==> src/design/pss_pkg.sv <==
// Shared types, constants and character class functions of the printable string scanner.
`timescale 1ns / 1ps

package pss_pkg;

   // Width of the byte position counter; positions wrap modulo 2**OFFSET_BITS.
   localparam int OFFSET_BITS = 32;

   localparam int MIN_LEN_BITS = 16;
   localparam int ENTRY_BITS   = 20;
   localparam int FIELD_BITS   = 32;
   localparam int SLOT_COUNT   = 3;

   // Result kinds.
   localparam logic [1:0] KIND_ASCII = 2'd0;
   localparam logic [1:0] KIND_WIDE  = 2'd1;
   localparam logic [1:0] KIND_END   = 2'd2;

   // Register indexes of the configuration port.
   localparam logic CSR_MIN_LENGTH  = 1'b0;
   localparam logic CSR_MAX_ENTRIES = 1'b1;

   localparam logic [MIN_LEN_BITS-1:0] MIN_LENGTH_RESET  = 16'd4;
   localparam logic [MIN_LEN_BITS-1:0] MIN_LENGTH_FLOOR  = 16'd2;
   localparam logic [ENTRY_BITS-1:0]   MAX_ENTRIES_RESET = 20'd1000000;

   typedef logic [OFFSET_BITS-1:0] pos_type;

   typedef struct packed {
      logic [MIN_LEN_BITS-1:0] min_length;
      logic [ENTRY_BITS-1:0]   max_entries;
   } cfg_type;

   typedef struct packed {
      logic [1:0]            kind;
      logic [FIELD_BITS-1:0] start_offset;
      logic [FIELD_BITS-1:0] char_length;
      logic                  limited;
      logic [ENTRY_BITS-1:0] entry_count;
      logic                  last_of_item;
   } result_type;

   // Printable ASCII byte.
   function automatic logic is_text_byte(input logic [7:0] b);
      return (b >= 8'h20) && (b <= 8'h7e);
   endfunction

   // Printable UTF-16 unit, with format and separator controls excluded.
   function automatic logic is_text_unit(input logic [15:0] u);
      logic excl;
      logic incl;
      excl = ((u >= 16'h200b) && (u <= 16'h200f)) || ((u >= 16'h2028) && (u <= 16'h202e)) ||
             ((u >= 16'h2060) && (u <= 16'h206f)) || (u == 16'h00ad) || (u == 16'h061c);
      incl = ((u >= 16'h0020) && (u <= 16'h007e)) || ((u >= 16'h00a0) && (u <= 16'h2fff)) ||
             ((u >= 16'h3040) && (u <= 16'hd7a3)) || ((u >= 16'hf900) && (u <= 16'hfaff)) ||
             ((u >= 16'hff01) && (u <= 16'hffef));
      return incl && !excl;
   endfunction

   // Low 32 bits of a position.
   function automatic logic [FIELD_BITS-1:0] pos_low(input pos_type p);
      logic [63:0] w;
      w = 64'(p);
      return w[FIELD_BITS-1:0];
   endfunction

   // Length shown in 32 bits, saturating.
   function automatic logic [FIELD_BITS-1:0] len_sat(input pos_type len);
      logic [63:0] w;
      w = 64'(len);
      return (w[63:FIELD_BITS] != '0) ? '1 : w[FIELD_BITS-1:0];
   endfunction

endpackage

==> src/design/pss_scan_core.sv <==
// Run tracking state and per-byte result generation of the printable string scanner.
`timescale 1ns / 1ps

module pss_scan_core (
   input  logic                        clock,
   input  logic                        reset,
   input  logic                        step,
   input  logic [7:0]                  data_byte,
   input  logic                        last_byte,
   input  pss_pkg::cfg_type            cfg,
   output pss_pkg::result_type         slot [pss_pkg::SLOT_COUNT],
   output logic [pss_pkg::SLOT_COUNT-1:0] slot_valid
);
   import pss_pkg::*;

   // Scan state.
   pos_type               pos_ff, pos_in;
   logic [7:0]            prev_ff, prev_in;
   logic                  pv_ff, pv_in;
   logic                  aa_ff, aa_in;
   pos_type               as_ff, as_in;
   logic [1:0]            wa_ff, wa_in;
   pos_type               ws_ff [2];
   pos_type               ws_in [2];
   logic [ENTRY_BITS-1:0] cnt_ff, cnt_in;
   logic                  lim_ff, lim_in;

   logic [MIN_LEN_BITS-1:0] minlen;
   logic                    text_b;
   logic                    a_cand, a_qual, a_full, a_ok;
   pos_type                 a_start, a_len;
   logic [ENTRY_BITS-1:0]   cnt1, cnt2;
   logic                    lim1, lim2;
   pos_type                 wi, w_len;
   logic                    wlane;
   logic [15:0]             unit;
   logic                    text_u, w_cand, w_qual, w_full, w_ok;

   // ASCII run, then the UTF-16 run at the alignment of the unit that ends here.
   always_comb begin
      minlen  = (cfg.min_length < MIN_LENGTH_FLOOR) ? MIN_LENGTH_FLOOR : cfg.min_length;
      text_b  = is_text_byte(data_byte);
      a_cand  = (aa_ff && !text_b) || (last_byte && (aa_ff || text_b));
      a_start = aa_ff ? as_ff : pos_ff;
      a_len   = text_b ? pos_type'(pos_ff + pos_type'(1) - a_start) : pos_type'(pos_ff - as_ff);
      a_qual  = a_cand && (64'(a_len) >= 64'(minlen));
      a_full  = cnt_ff >= cfg.max_entries;
      a_ok    = a_qual && !a_full;
      lim1    = lim_ff || (a_qual && a_full);
      cnt1    = a_ok ? ENTRY_BITS'(cnt_ff + 1'b1) : cnt_ff;

      wi      = pos_type'(pos_ff - pos_type'(1));
      wlane   = wi[0];
      unit    = {data_byte, prev_ff};
      text_u  = is_text_unit(unit);
      w_cand  = pv_ff && !text_u && wa_ff[wlane] && (unit == 16'h0000);
      w_len   = pos_type'(wi - ws_ff[wlane]) >> 1;
      w_qual  = w_cand && (64'(w_len) >= 64'(minlen));
      w_full  = cnt1 >= cfg.max_entries;
      w_ok    = w_qual && !w_full;
      lim2    = lim1 || (w_qual && w_full);
      cnt2    = w_ok ? ENTRY_BITS'(cnt1 + 1'b1) : cnt1;
   end

   // Results in completion order: ASCII, UTF-16, end marker.
   always_comb begin
      slot[0] = '{kind: KIND_ASCII, start_offset: pos_low(a_start), char_length: len_sat(a_len),
                  limited: lim1, entry_count: cnt1, last_of_item: !(w_ok || last_byte)};
      slot[1] = '{kind: KIND_WIDE, start_offset: pos_low(ws_ff[wlane]),
                  char_length: len_sat(w_len), limited: lim2, entry_count: cnt2,
                  last_of_item: !last_byte};
      slot[2] = '{kind: KIND_END, start_offset: pos_low(pos_type'(pos_ff + pos_type'(1))),
                  char_length: '0, limited: lim2, entry_count: cnt2, last_of_item: 1'b1};
      slot_valid = {last_byte, w_ok, a_ok};
   end

   // Next state; the last byte of a buffer returns everything to reset.
   always_comb begin
      pos_in  = pos_type'(pos_ff + pos_type'(1));
      prev_in = data_byte;
      pv_in   = 1'b1;
      aa_in   = text_b;
      as_in   = (text_b && !aa_ff) ? pos_ff : as_ff;
      wa_in   = wa_ff;
      ws_in   = ws_ff;
      cnt_in  = cnt2;
      lim_in  = lim2;
      if (pv_ff) begin
         wa_in[wlane] = text_u;
         if (text_u && !wa_ff[wlane]) begin
            ws_in[wlane] = wi;
         end
      end
      if (last_byte) begin
         pos_in  = '0;
         prev_in = '0;
         pv_in   = 1'b0;
         aa_in   = 1'b0;
         as_in   = '0;
         wa_in   = '0;
         ws_in   = '{default: '0};
         cnt_in  = '0;
         lim_in  = 1'b0;
      end
   end

   always_ff @(posedge clock) begin
      if (reset) begin
         pos_ff  <= '0;
         prev_ff <= '0;
         pv_ff   <= 1'b0;
         aa_ff   <= 1'b0;
         as_ff   <= '0;
         wa_ff   <= '0;
         ws_ff   <= '{default: '0};
         cnt_ff  <= '0;
         lim_ff  <= 1'b0;
      end else if (step) begin
         pos_ff  <= pos_in;
         prev_ff <= prev_in;
         pv_ff   <= pv_in;
         aa_ff   <= aa_in;
         as_ff   <= as_in;
         wa_ff   <= wa_in;
         ws_ff   <= ws_in;
         cnt_ff  <= cnt_in;
         lim_ff  <= lim_in;
      end
   end

endmodule

==> src/design/printable_string_scanner.sv <==
// Top level of the printable string scanner: input register, scan core, result slots.
`timescale 1ns / 1ps

// Printable string scanner.
// The req_ channel carries one byte of a buffer per word; req_tlast marks the
// final byte. The rsp_ channel carries one found string or the end of buffer
// marker per word, with rsp_tlast on the final word caused by one byte.
// Strings come out in the order they complete, ASCII before UTF-16 for one byte.
// The csr_ port writes min_length (index 0) and max_entries (index 1); the user
// must write them only while the block is idle, which the block does not enforce.
// They keep their values across buffers. An accepted byte passes the input
// register and then the result slot bank. Throughput: one byte per cycle while
// each byte yields at most one word and rsp_tready is high; a byte with more
// words (up to three) holds the input; the single bank drains a word per cycle.
// Reset clears all scan state and restores min_length 4 and max_entries 1000000.
// When the receiver stalls, pending words hold and the input register fills,
// after which req_tready stays low until words are taken.
module printable_string_scanner (
   input  logic         clock,
   input  logic         reset,
   input  logic         req_tvalid,
   output logic         req_tready,
   input  logic [7:0]   req_tdata,   // data_byte[7:0]
   input  logic         req_tlast,
   output logic         rsp_tvalid,
   input  logic         rsp_tready,
   output logic [87:0]  rsp_tdata,   // start_offset[31:0], char_length[63:32],
                                     // limited[64], entry_count[84:65], zero pad
   output logic [1:0]   rsp_tuser,   // kind
   output logic         rsp_tlast,
   input  logic         csr_we,
   input  logic         csr_addr,
   input  logic [19:0]  csr_wdata
);
   import pss_pkg::*;

   cfg_type cfg_ff;

   logic       in_valid_ff, in_valid_in;
   logic [7:0] in_byte_ff;
   logic       in_last_ff;
   logic       req_acc, in_advance, bank_free, rsp_acc;

   result_type             new_slot [SLOT_COUNT];
   logic [SLOT_COUNT-1:0]  new_valid;
   result_type             slot_ff [SLOT_COUNT];
   logic [SLOT_COUNT-1:0]  mask_ff, mask_in;
   result_type             cur;

   // Configuration registers.
   always_ff @(posedge clock) begin
      if (reset) begin
         cfg_ff.min_length  <= MIN_LENGTH_RESET;
         cfg_ff.max_entries <= MAX_ENTRIES_RESET;
      end else if (csr_we) begin
         unique case (csr_addr)
            CSR_MIN_LENGTH:  cfg_ff.min_length  <= csr_wdata[MIN_LEN_BITS-1:0];
            CSR_MAX_ENTRIES: cfg_ff.max_entries <= csr_wdata[ENTRY_BITS-1:0];
            default: ;
         endcase
      end
   end

   // Handshake control.
   always_comb begin
      rsp_acc     = rsp_tvalid && rsp_tready;
      bank_free   = (mask_ff == '0) || ($countones(mask_ff) == 1 && rsp_tready);
      in_advance  = in_valid_ff && bank_free;
      req_tready  = !in_valid_ff || in_advance;
      req_acc     = req_tvalid && req_tready;
      in_valid_in = req_acc || (in_valid_ff && !in_advance);
      mask_in     = mask_ff;
      if (in_advance) begin
         mask_in = new_valid;
      end else if (rsp_acc) begin
         mask_in = mask_ff & SLOT_COUNT'(mask_ff - 1'b1);
      end
   end

   // Input register.
   always_ff @(posedge clock) begin
      if (reset) begin
         in_valid_ff <= 1'b0;
      end else begin
         in_valid_ff <= in_valid_in;
      end
   end

   always_ff @(posedge clock) begin
      if (req_acc) begin
         in_byte_ff <= req_tdata;
         in_last_ff <= req_tlast;
      end
   end

   pss_scan_core u_core (
      .clock      (clock),
      .reset      (reset),
      .step       (in_advance),
      .data_byte  (in_byte_ff),
      .last_byte  (in_last_ff),
      .cfg        (cfg_ff),
      .slot       (new_slot),
      .slot_valid (new_valid)
   );

   // Result slot bank.
   always_ff @(posedge clock) begin
      if (reset) begin
         mask_ff <= '0;
      end else begin
         mask_ff <= mask_in;
      end
   end

   always_ff @(posedge clock) begin
      if (in_advance) begin
         slot_ff <= new_slot;
      end
   end

   // Lowest pending slot goes out first.
   always_comb begin
      if (mask_ff[0]) begin
         cur = slot_ff[0];
      end else if (mask_ff[1]) begin
         cur = slot_ff[1];
      end else begin
         cur = slot_ff[2];
      end
      rsp_tvalid = mask_ff != '0;
      rsp_tdata  = {3'b000, cur.entry_count, cur.limited, cur.char_length, cur.start_offset};
      rsp_tuser  = cur.kind;
      rsp_tlast  = cur.last_of_item;
   end

   // A single pending word is always the final one of its byte.
   a_single_last: assert property (@(posedge clock) disable iff (reset)
      $onehot(mask_ff) |-> rsp_tlast)
      else $error("single pending word lacks last flag");

   // More words of the same byte follow a taken word without last.
   a_burst_cont: assert property (@(posedge clock) disable iff (reset)
      rsp_acc && !rsp_tlast |=> rsp_tvalid)
      else $error("words of one byte broken up");

   // The end marker closes its byte and carries no length.
   a_marker: assert property (@(posedge clock) disable iff (reset)
      rsp_tvalid && rsp_tuser == KIND_END |-> rsp_tlast && cur.char_length == '0)
      else $error("malformed end marker");

   // A held input byte blocks new bytes.
   a_hold: assert property (@(posedge clock) disable iff (reset)
      in_valid_ff && !bank_free |-> !req_tready)
      else $error("input accepted while held byte waits");

endmodule
==> config.mk <==
export PLATFORM = sky130hd
export DESIGN_NAME = printable_string_scanner
export DESIGN_NICKNAME = d
export VERILOG_FILES = /design/src/design/pss_pkg.sv /design/src/design/pss_scan_core.sv /design/src/design/printable_string_scanner.sv
export SDC_FILE = /design/constraint.sdc
export NUM_CORES = 1
export LEC_CHECK = 0
export ABC_AREA = 1
export BUFFER_PORTS_ARGS = -buffer_cell sky130_fd_sc_hd__buf_2
export CAP_MARGIN = 20
export CORE_MARGIN = 3
export CORE_UTILIZATION = 45
export CTS_BUF_LIST = sky130_fd_sc_hd__clkbuf_2 sky130_fd_sc_hd__clkbuf_4 sky130_fd_sc_hd__clkbuf_8
export DETAILED_ROUTE_END_ITERATION = 16
export GPL_TIMING_DRIVEN = 0
export SLEW_MARGIN = 20
export SYNTH_ARGS = -nofsm -noshare
export SYNTH_HDL_FRONTEND = slang
export SYNTH_SLANG_ARGS = --single-unit
==> constraint.sdc <==
create_clock -name clock -period 20.9 [get_ports clock]
set_clock_uncertainty 0.05 [all_clocks]
set_input_delay 2.09 -clock clock [delete_from_list [all_inputs] [get_ports clock]]
set_output_delay 2.09 -clock clock [all_outputs]
set_load 0.01 [all_outputs]
# Word-level counts from Yosys, hierarchy flattened
# Cells that the tools add are included.
dict set report totals {
  ff_bits 413
  word_cells 172
}
dict set report op_classes {
  add_sub_neg 10
  order_cmp 27
  eq_ne 3
  n_mux 33
  bitwise 3
  reduce_logical 69
}
# operator count
set ops {}
lappend ops {{2-to-1 mux 32 bit} 9}
lappend ops {{2-to-1 mux 64 bit} 3}
lappend ops {{2-to-1 mux 88 bit} 2}
lappend ops {{subtractor 32 bit} 3}
lappend ops {{bitwise mux 64 bit} 1}
lappend ops {{greater-or-equal comparator 16 x 14 -> 1 bit, second input constant} 4}
lappend ops {{less-or-equal comparator 16 x 14 -> 1 bit, second input constant} 4}
lappend ops {{2-to-1 mux 20 bit} 3}
lappend ops {{less-or-equal comparator 16 bit, second input constant} 3}
lappend ops {{adder 20 x 1 -> 20 bit, second input constant} 2}
lappend ops {{greater-or-equal comparator 20 bit} 2}
lappend ops {{adder 32 x 1 -> 32 bit, second input constant} 1}
lappend ops {{demux 32 bit (select 1 bit)} 1}
lappend ops {{greater-or-equal comparator 16 bit, second input constant} 2}
lappend ops {{greater-or-equal comparator 32 x 16 -> 1 bit} 1}
lappend ops {{subtractor 32 x 1 -> 32 bit, second input constant} 1}
lappend ops {{greater-or-equal comparator 31 x 16 -> 1 bit} 1}
lappend ops {{logical AND 1 bit} 30}
lappend ops {{== test 16 x 11 -> 1 bit, second input constant} 1}
lappend ops {{== test 16 x 8 -> 1 bit, second input constant} 1}
lappend ops {{greater-or-equal comparator 16 x 6 -> 1 bit, second input constant} 1}
lappend ops {{greater-or-equal comparator 16 x 8 -> 1 bit, second input constant} 1}
lappend ops {{less-or-equal comparator 16 x 7 -> 1 bit, second input constant} 1}
lappend ops {{zero test 16 bit} 1}
lappend ops {{28 further kinds} 66}

# Logic depth before layout (Yosys ltp)
# Gate-level depths: netlist of run 1.
dict set report logic_depth {
  depth_word 16
  ltp_mapped 54
  ltp_nobuf 52
}

# By module
# Synthesis of run 1 repeated with hierarchy kept, for this count alone.
dict set report hier_totals {
  cells_unflattened 3918
  hier_area_um2 29985.0
}
# mod instances cells_per_inst area_each_um2 seq_area_each_um2
set by_module_without_submodules {}
lappend by_module_without_submodules {pss_scan_core 1 3057 18515.3 3203.1}
lappend by_module_without_submodules {printable_string_scanner 1 861 11469.8 8998.6}

# Worst setup path before layout of run 1
# Ideal clock, no wire load.
dict set report synth_path {
  path_kind {input -> register}
  startpoint {input rsp_tready}
  endpoint {register u_core.ws_ff[22] (netlist name)}
  arrival_ps 13482
  t_required_ps 20780
  slack_ps 7298
  path_stages 17
  n_path_buf 1
  path_cell_list {inv_1 nor2_1 nand2_1 nand2_1 inv_1 nor2_1 inv_1 a21oi_1 inv_1 nor2_1 inv_1 nor2_1 inv_1 nor2_1 clkbuf_1 nand2_1 a21oi_1}
}
dict set report synth_via {
  elab_chain_len 4
}
# element line
set synth_lines {}
lappend synth_lines {{start, declared} printable_string_scanner.sv:26} ;# input logic rsp_tready,
lappend synth_lines {{logical AND 1 bit} printable_string_scanner.sv:67} ;# bank_free = (mask_ff == '0) || ($countones(mask_ff) == 1 && rsp_tready);
lappend synth_lines {{logical OR 1 bit} printable_string_scanner.sv:67}
lappend synth_lines {{logical AND 1 bit} printable_string_scanner.sv:68} ;# in_advance = in_valid_ff && bank_free;
lappend synth_lines {{net in_advance} printable_string_scanner.sv:42} ;# logic req_acc, in_advance, bank_free, rsp_acc;
lappend synth_lines {{AND reduction 3 bit (no line)} n/a}
lappend synth_lines {{end signal, assigned} pss_scan_core.sv:125} ;# ws_ff <= ws_in;
lappend synth_lines {{end, declared} pss_scan_core.sv:23} ;# pos_type ws_ff [2];
# The timed path passes the listed nets, and every way through them passes these cells.
# A chain may end at the register's enable or synchronous reset.

==> impl_results.md, run 1 <==
* Status: finished clean
* Via count at 25800
* Cell Pwr Density at 74.9 nW/µm²
* Skew-Pair Late Insertion Delay at 690 ps
* Sequential area share after synthesis at 38.4%
* Max clock buf depth at 3
* Crit Path Max Fanout at 10
* CTS Root Cell: clkbuf_8
* DRT Wirelength at 99400 µm
* # H-tree levels at 3
* Gr ovfl total at 0
* Largest cells by area after synthesis: edfxtp_1, dfxtp_1, nand2_1
* Iteration-0 DRC Markers at 2402
* First-pass GRT wire length at 146000 µm
* Final Hold Viols at 0
* Gate Count Post-Synth at 3617
* Slowest stage cell, crit path: clkbuf_1
* Total Power at 0.00228 W
* Final Max Tran Viols at 0
* Post-Syn Area at 27000 µm²
* Clk slew on worst S/H paths at 60 ps
* # hold bufs at CTS at 0
* Endpoint type of the worst setup path: flop
* CP arrival at 11840 ps
* # rows at 89
* DP HPWL at 79300 µm
* Post-placement setup slack at 9880 ps
* Antenna violations before repair at 2
* CTS tree: yes
* Ys async rst share at 0%
* Worst rel slew slack at 23.1%
* DRC viols at 0
* Library cells used by synthesis at 64
* Max-cap violation count at 0
* Top cell type's share of synthesized area at 23.6%
* Overall routing resource usage at 30.8%
* Syn_area_per_cell at 7.47 µm²
* Hold Path Class: reg2reg
* Core ar. at 59200 µm²
* Max IR drop VDD at 54.7 µV
* P_leak at 13.6 nW
* YS warnings at 0
* Tmin final at 11360 ps
* Slowest stage delay, CP at 740 ps
* WP data required at 21380 ps
* First-pass DRT Iterations at 6
* Die span in y at 251 µm
* Post-DR vias/cell at 5.52
* Final setup margin at 9540 ps
* Nets at 4037
* Crit path from: u_core.aa_ff
* Worst R2R Path Depth at 49
* Die W at 251 µm
* Worst Setup EP: u_core.cnt_ff[18]
* Flops & latches, synth at 412
* Number of top-level pins at 128
* FF-to-FF setup slack at 9540 ps
* Hold_sp: u_core.ws_ff[45]
* Tightest Pin Transition at 1150 ps
* Vias in the first global route at 23400
* Post-CTS Setup Inserts at 0
* Post-synth EDFFs at 212
* CP Class: reg2reg
* Clock sink count at 412
* Layout cell share with drive strength beyond 1 at 12.1%
* RSZ-0062 raised after global routing: false
* Tcrit/Tclk final at 54.4%
* Post-CTS Resized at 0
* Initial core utilization at 45.6%
* Buffers on Ports at 124
* DIE AREA at 63000 µm²
* Layout area overhead at 12.7%
* Routed Antenna Nets at 0
* Final setup violation count at 0
* Critical Path Start Type: flop
* Largest net degree at the start of global routing at 30
* F_max at 0.0880 GHz
* Reg2reg end: u_core.cnt_ff[18]
* Cts bufs inserted at 78
* GP Congestion at 0.978
* Synth Flop Type: edfxtp_1
* Cell taking the most area after synthesis: edfxtp_1
* Post-DR wirelength/cell at 21.3 µm
* Worst r2r src: u_core.aa_ff
==> power by group <==
group          switching (W)  total (W)  leakage (nW)  internal, W
combinational       0.000361   0.000516          9.11     0.000155
sequential         0.0000164   0.000927          3.64     0.000911
clock               0.000379   0.000837         0.861     0.000458
==> per-layer routing <==
metal	GRT usage (%)	part of all wire [%]
met5	0	0
met4	11.5	3.6
met3	5.39	8.3
met2	46.1	42
met1	44.7	46
==> how the worst min path moves through the flow <==
| stage | end | cells past startpoint | slack (ps) |
|---|---|---|---|
| 6_report | u_core.ws_ff[45] | 2 | 410 |
| 5_1_grt | u_core.as_ff[8] | 2 | 430 |
| 4_1_cts | u_core.ws_ff[48] | 2 | 410 |
| 3_5_place_dp | u_core.ws_ff[48] | 2 | 400 |
| 3_3_place_gp | u_core.as_ff[13] | 2 | 400 |
| 2_1_floorplan | cfg_ff[20] | 2 | 380 |
==> layout by cell type, fill, tap and decap left out, types with 22 or more instances in the layout <==
cell type / instances
dfxtp_1: 200
edfxtp_1: 212
clkbuf_1: 99
nor3_1: 41
inv_1: 412
nor2_1: 223
xnor2_1: 29
ha_1: 164
nand2_1: 965
or2_2: 38
nand3_1: 211
clkbuf_8: 81
a22o_1: 31
nand2_2: 36
buf_2: 137
o21ai_0: 186
nor2_2: 22
clkbuf_4: 38
a21oi_1: 342
nand4_1: 64
nor4_1: 24
xor2_1: 96
==> cell type report <==
class	count	area, µm²
inverters	427	1600
diodes	1	2.50
plain buffers	138	612
multi-input cells	2643	14400
well taps	773	967
clock inverters	26	221
flip-flops and latches	412	10400
repair buffers	134	818
clock buffers	119	1400
fillers	5943	28800
==> critical path, delay by kind of cell, from the launching register on <==
kind / cells / cell delay, ps
AO/OA/AOI/OAI: 13 / 2520
buffers and inverters: 6 / 2340
adder cells (fa/ha/maj): 3 / 1000
XOR/XNOR: 1 / 280
AND/OR/NAND/NOR: 26 / 4580
flip-flops: 1 / 370
==> synth_stat cells, types with 36 or more instances <==
master    number
nand2_1      965
inv_1        412
a21oi_1      342
nor2_1       225
edfxtp_1     212
nand3_1      211
dfxtp_1      200
o21ai_0      186
ha_1         164
clkbuf_1     101
xor2_1        96
nand4_1       64
nor3_1        41
or2_2         38
nand2_2       36
==> flip-flops by register name (all words and copies together) (netlist names) <==
signal / count
u_core.wa_ff: 2
in_valid_ff: 1
u_core.ws_ff: 63
in_byte_ff: 8
u_core.prev_ff: 8
in_last_ff: 1
mask_ff: 3
cfg_ff: 36
u_core.pos_ff: 32
u_core.aa_ff: 1
u_core.lim_ff: 1
slot_ff: 203
u_core.cnt_ff: 20
u_core.as_ff: 32
u_core.pv_ff: 1
==> kinds of logic (layout without fill, tap and decap cells) <==
logic type      Yosys count  in the layout  synth area share [%]
simple gates           1684           1684                  27.7
fa+ha+maj               168            168                  7.90
other cells               1              5                0.0139
mux                       1              1                0.0371
flops                   412            412                  38.4
compound gates          660            660                  13.6
buf+inv                 565            844                  8.19
xor+xnor                126            126                  4.11
==> per-stage QoR <==
stage	cell area (µm²)	setup TNS, ps	hold WS (ps)	utilization [%]	cells
6_report	30400	0	410	51.4	4673
5_1_grt	30400	0	426	51.4	4673
4_1_cts	30400	0	409	51.4	4672
3_5_place_dp	28800	0	401	48.6	4527
3_3_place_gp	28600	-124190	399	48.3	4517
2_1_floorplan	27000	0	380	-	3620
(Power assumes the default switching activity.)
==> run 2, diff against run 1 <==
ABC_AREA = 0   (was 1)
clock period = 9.65 ns   (was 20.9 ns; I/O delays follow)
==> impl_results.md, run 2 <==
* Slowest stage cell, crit path: dfxtp_1
* DRC viols at 0 (unchanged)
* Commonest non-fill, non-tap cell in the layout: nor2_1
* Post-DR wirelength/cell at 25.7 µm (+21%)
* Antenna violations before repair at 3 (+1)
* DP HPWL at 79600 µm (+0.38%)
* Worst rel slew slack at 14.6% (-8.5 points)
* Initial core utilization at 45.8% (+0.22 points)
* Final Max Tran Viols at 0 (unchanged)
* First-pass GRT wire length at 150000 µm (+2.8%)
* Buffers on Ports at 123 (-0.81%)
* Sequential area share after synthesis at 38.9% (+0.54 points)
* Cell Pwr Density at 142 nW/µm² (+89%)
* Post-DR vias/cell at 6.11 (+11%)
* Highest Signal Layer: met4
* # H-tree levels at 3 (unchanged)
* Largest register FFs at 203 (unchanged)
* Die W at 249 µm (-0.68%)
* Iteration-0 DRC Markers at 2540 (+5.7%)
* Gate Count Post-Synth at 2946 (-19%)
* Placed Instances at 3844 (-15%)
* DIE AREA at 62100 µm² (-1.4%)
* Hold WS at 413 ps (+2.99 ps)
* CTS Root Cell: clkbuf_8
* Flops & latches, synth at 412 (unchanged)
* CTS tree: yes
* Post-Syn Area at 26600 µm² (-1.4%)
* Post-synth EDFFs at 212 (unchanged)
* Fillers at 5450 (-8.3%)
* Hold Path Class: reg2reg
* Worst r2r src: u_core.pos_ff[11]
* Skew-Pair Late Insertion Delay at 660 ps (-30 ps)
* Design Area, Final at 30900 µm² (+1.4%)
* WP data required at 10140 ps (-11240 ps)
* Routed Antenna Nets at 0 (unchanged)
* First-pass DRT Iterations at 5 (-1)
* P_leak at 12.5 nW (-8.4%)
* Max-cap violation count at 0 (unchanged)
* Most frequent cells after synthesis: nor2_1, nand2_1, edfxtp_1, dfxtp_1, a21oi_1
* Cts bufs inserted at 76 (-2.6%)
* Count leader, synth: nor2_1
* Layout cell share with drive strength beyond 1 at 14.8% (+2.7 points)
* DRT Wirelength at 103000 µm (+3.8%)
* Fin cells at 4010 (-14%)
* YS warnings at 0 (unchanged)
* Largest net degree at the start of global routing at 50 (+67%)
* Endpoint type of the worst setup path: flop
* Overall routing resource usage at 32.1% (+1.3 points)
* Most frequent cells in the layout: nor2_1, nand2_1, edfxtp_1, dfxtp_1, a21oi_1
* Library cells used by synthesis at 104 (+63%)
* Placed instance area at 28400 µm² (-1.6%)
* Critical Path Start Type: flop
* Crit path from: u_core.pos_ff[11]
* Clk slew on worst S/H paths at 70 ps (about the same)
* Largest cells by area after synthesis: edfxtp_1, dfxtp_1, ha_1
* # rows at 88 (-1.1%)
* Via count at 24500 (-5.0%)
* Crit Path Max Fanout at 19 (+9)
* Layout area overhead at 15.9%
* F_max at 0.106 GHz (+21%)
* Status: finished clean
* Met3 wire len at 9020 µm (+9.2%)
* CP Class: reg2reg
* Core ar. at 58100 µm² (-1.9%)
* Regs by FF count: slot_ff: 203 flops, u_core.ws_ff: 63 flops, cfg_ff: 36 flops
* Max clock buf depth at 3 (unchanged)
* Tmin final at 9420 ps (-1940 ps)
* Slowest stage delay, CP at 570 ps (-170 ps)
* FF+latch area at 10400 µm² (about the same)
* Synth Flop Type: edfxtp_1
* Hold_sp: cfg_ff[7]
* Gr ovfl total at 0 (unchanged)
* Vias in the first global route at 23500 (+0.38%)
* Met2 WL at 45200 µm (+7.5%)
* Tcrit/Tclk final at 97.7% (+43 points)
* Die span in y at 249 µm (-0.68%)
* Number of top-level pins at 128 (unchanged)
* Largest Register: slot_ff
* Ys async rst share at 0% (unchanged)
* Multi-input gate area at 15400 µm² (+6.5%)
* GP Congestion at 0.994 (+1.6%)
* Top cell type's share of synthesized area at 23.9% (+0.33 points)
* Final Hold Viols at 0 (unchanged)
* Cell taking the most area after synthesis: edfxtp_1
* Final setup violation count at 0 (unchanged)
* Met1 wire length at 44000 µm (-3.4%)
* Clock sink count at 412 (unchanged)
* Tightest Pin Transition at 1270 ps (+124 ps)
* Syn_area_per_cell at 9.04 µm² (+21%)
* Nets at 3383 (-16%)
* Max IR drop VDD at 136 µV (+150%)
* CP arrival at 9910 ps (-1930 ps)
[run 2: where the power goes]
| group | internal (W) | switching, W | total [W] |
|---|---|---|---|
| registers | 0.00192 | 0.0000300 | 0.00195 |
| logic | 0.000186 | 0.000388 | 0.000574 |
| clock network | 0.00106 | 0.000796 | 0.00186 |
[run 2: final timing paths]
path                                          end  slack, ps  cells after the start
worst max-delay path            u_core.cnt_ff[13]        230                     35
worst min-delay path                    cfg_ff[7]        410                      2
worst max register to register  u_core.cnt_ff[13]        230                     35
worst min register to register          cfg_ff[7]        410                      2
[run 2: repair_timing]
item,in CTS,in global routing
pin swaps,18,22
hold buffers,0,0
setup endpoints to repair,44,37
buffers inserted,19,8
resized for setup,107,45
[run 2: kinds of logic after synthesis]
group,count (synthesis),share of synthesized area [%]
other cells,1,0.0141
mux,131,5.11
flops,412,38.9
simple gates,948,17.5
fa+ha+maj,168,8.01
xor+xnor,175,5.93
compound gates,758,19.3
buf+inv,353,5.17
[run 2: layout make-up]
class                      instances  share of cell area, %
clock buffer                     112                   4.63
tap                              765                   3.10
multi-input combinational       2184                   49.8
timing repair buffer             157                   3.06
antenna                            2                 0.0162
inverter                         189                   2.31
clock inverter                    29                  0.811
buffer                           160                   2.62
sequential                       412                   33.6
[run 2: critical path, delay by kind of cell, from the launching register on]
family	cells	cell delay, ps
compound gates	16	3570
xor+xnor	2	490
fa+ha+maj	2	680
buf+inv	4	680
flops	1	570
mux	2	590
simple gates	9	2640
[run 2: layer usage]
layer	GRT usage, %	up-vias
li1	-	11200
met1	43.4	11900
met2	49.3	1139
met3	6.35	230
met4	15.5	0
met5	0	-
[run 2: per-stage QoR]
step,util [%],total power [W],worst slack [ps],TNS (ps)
finish,53.1,0.00438,226,0
floorplan,-,0.00231,393,0
detailed placement,48.8,0.00252,-3530,-134100
global route,53.1,0.00453,-9.47,-16.8
CTS,52.7,0.00440,4.40,0
global placement,48.5,0.00253,-4020,-659360
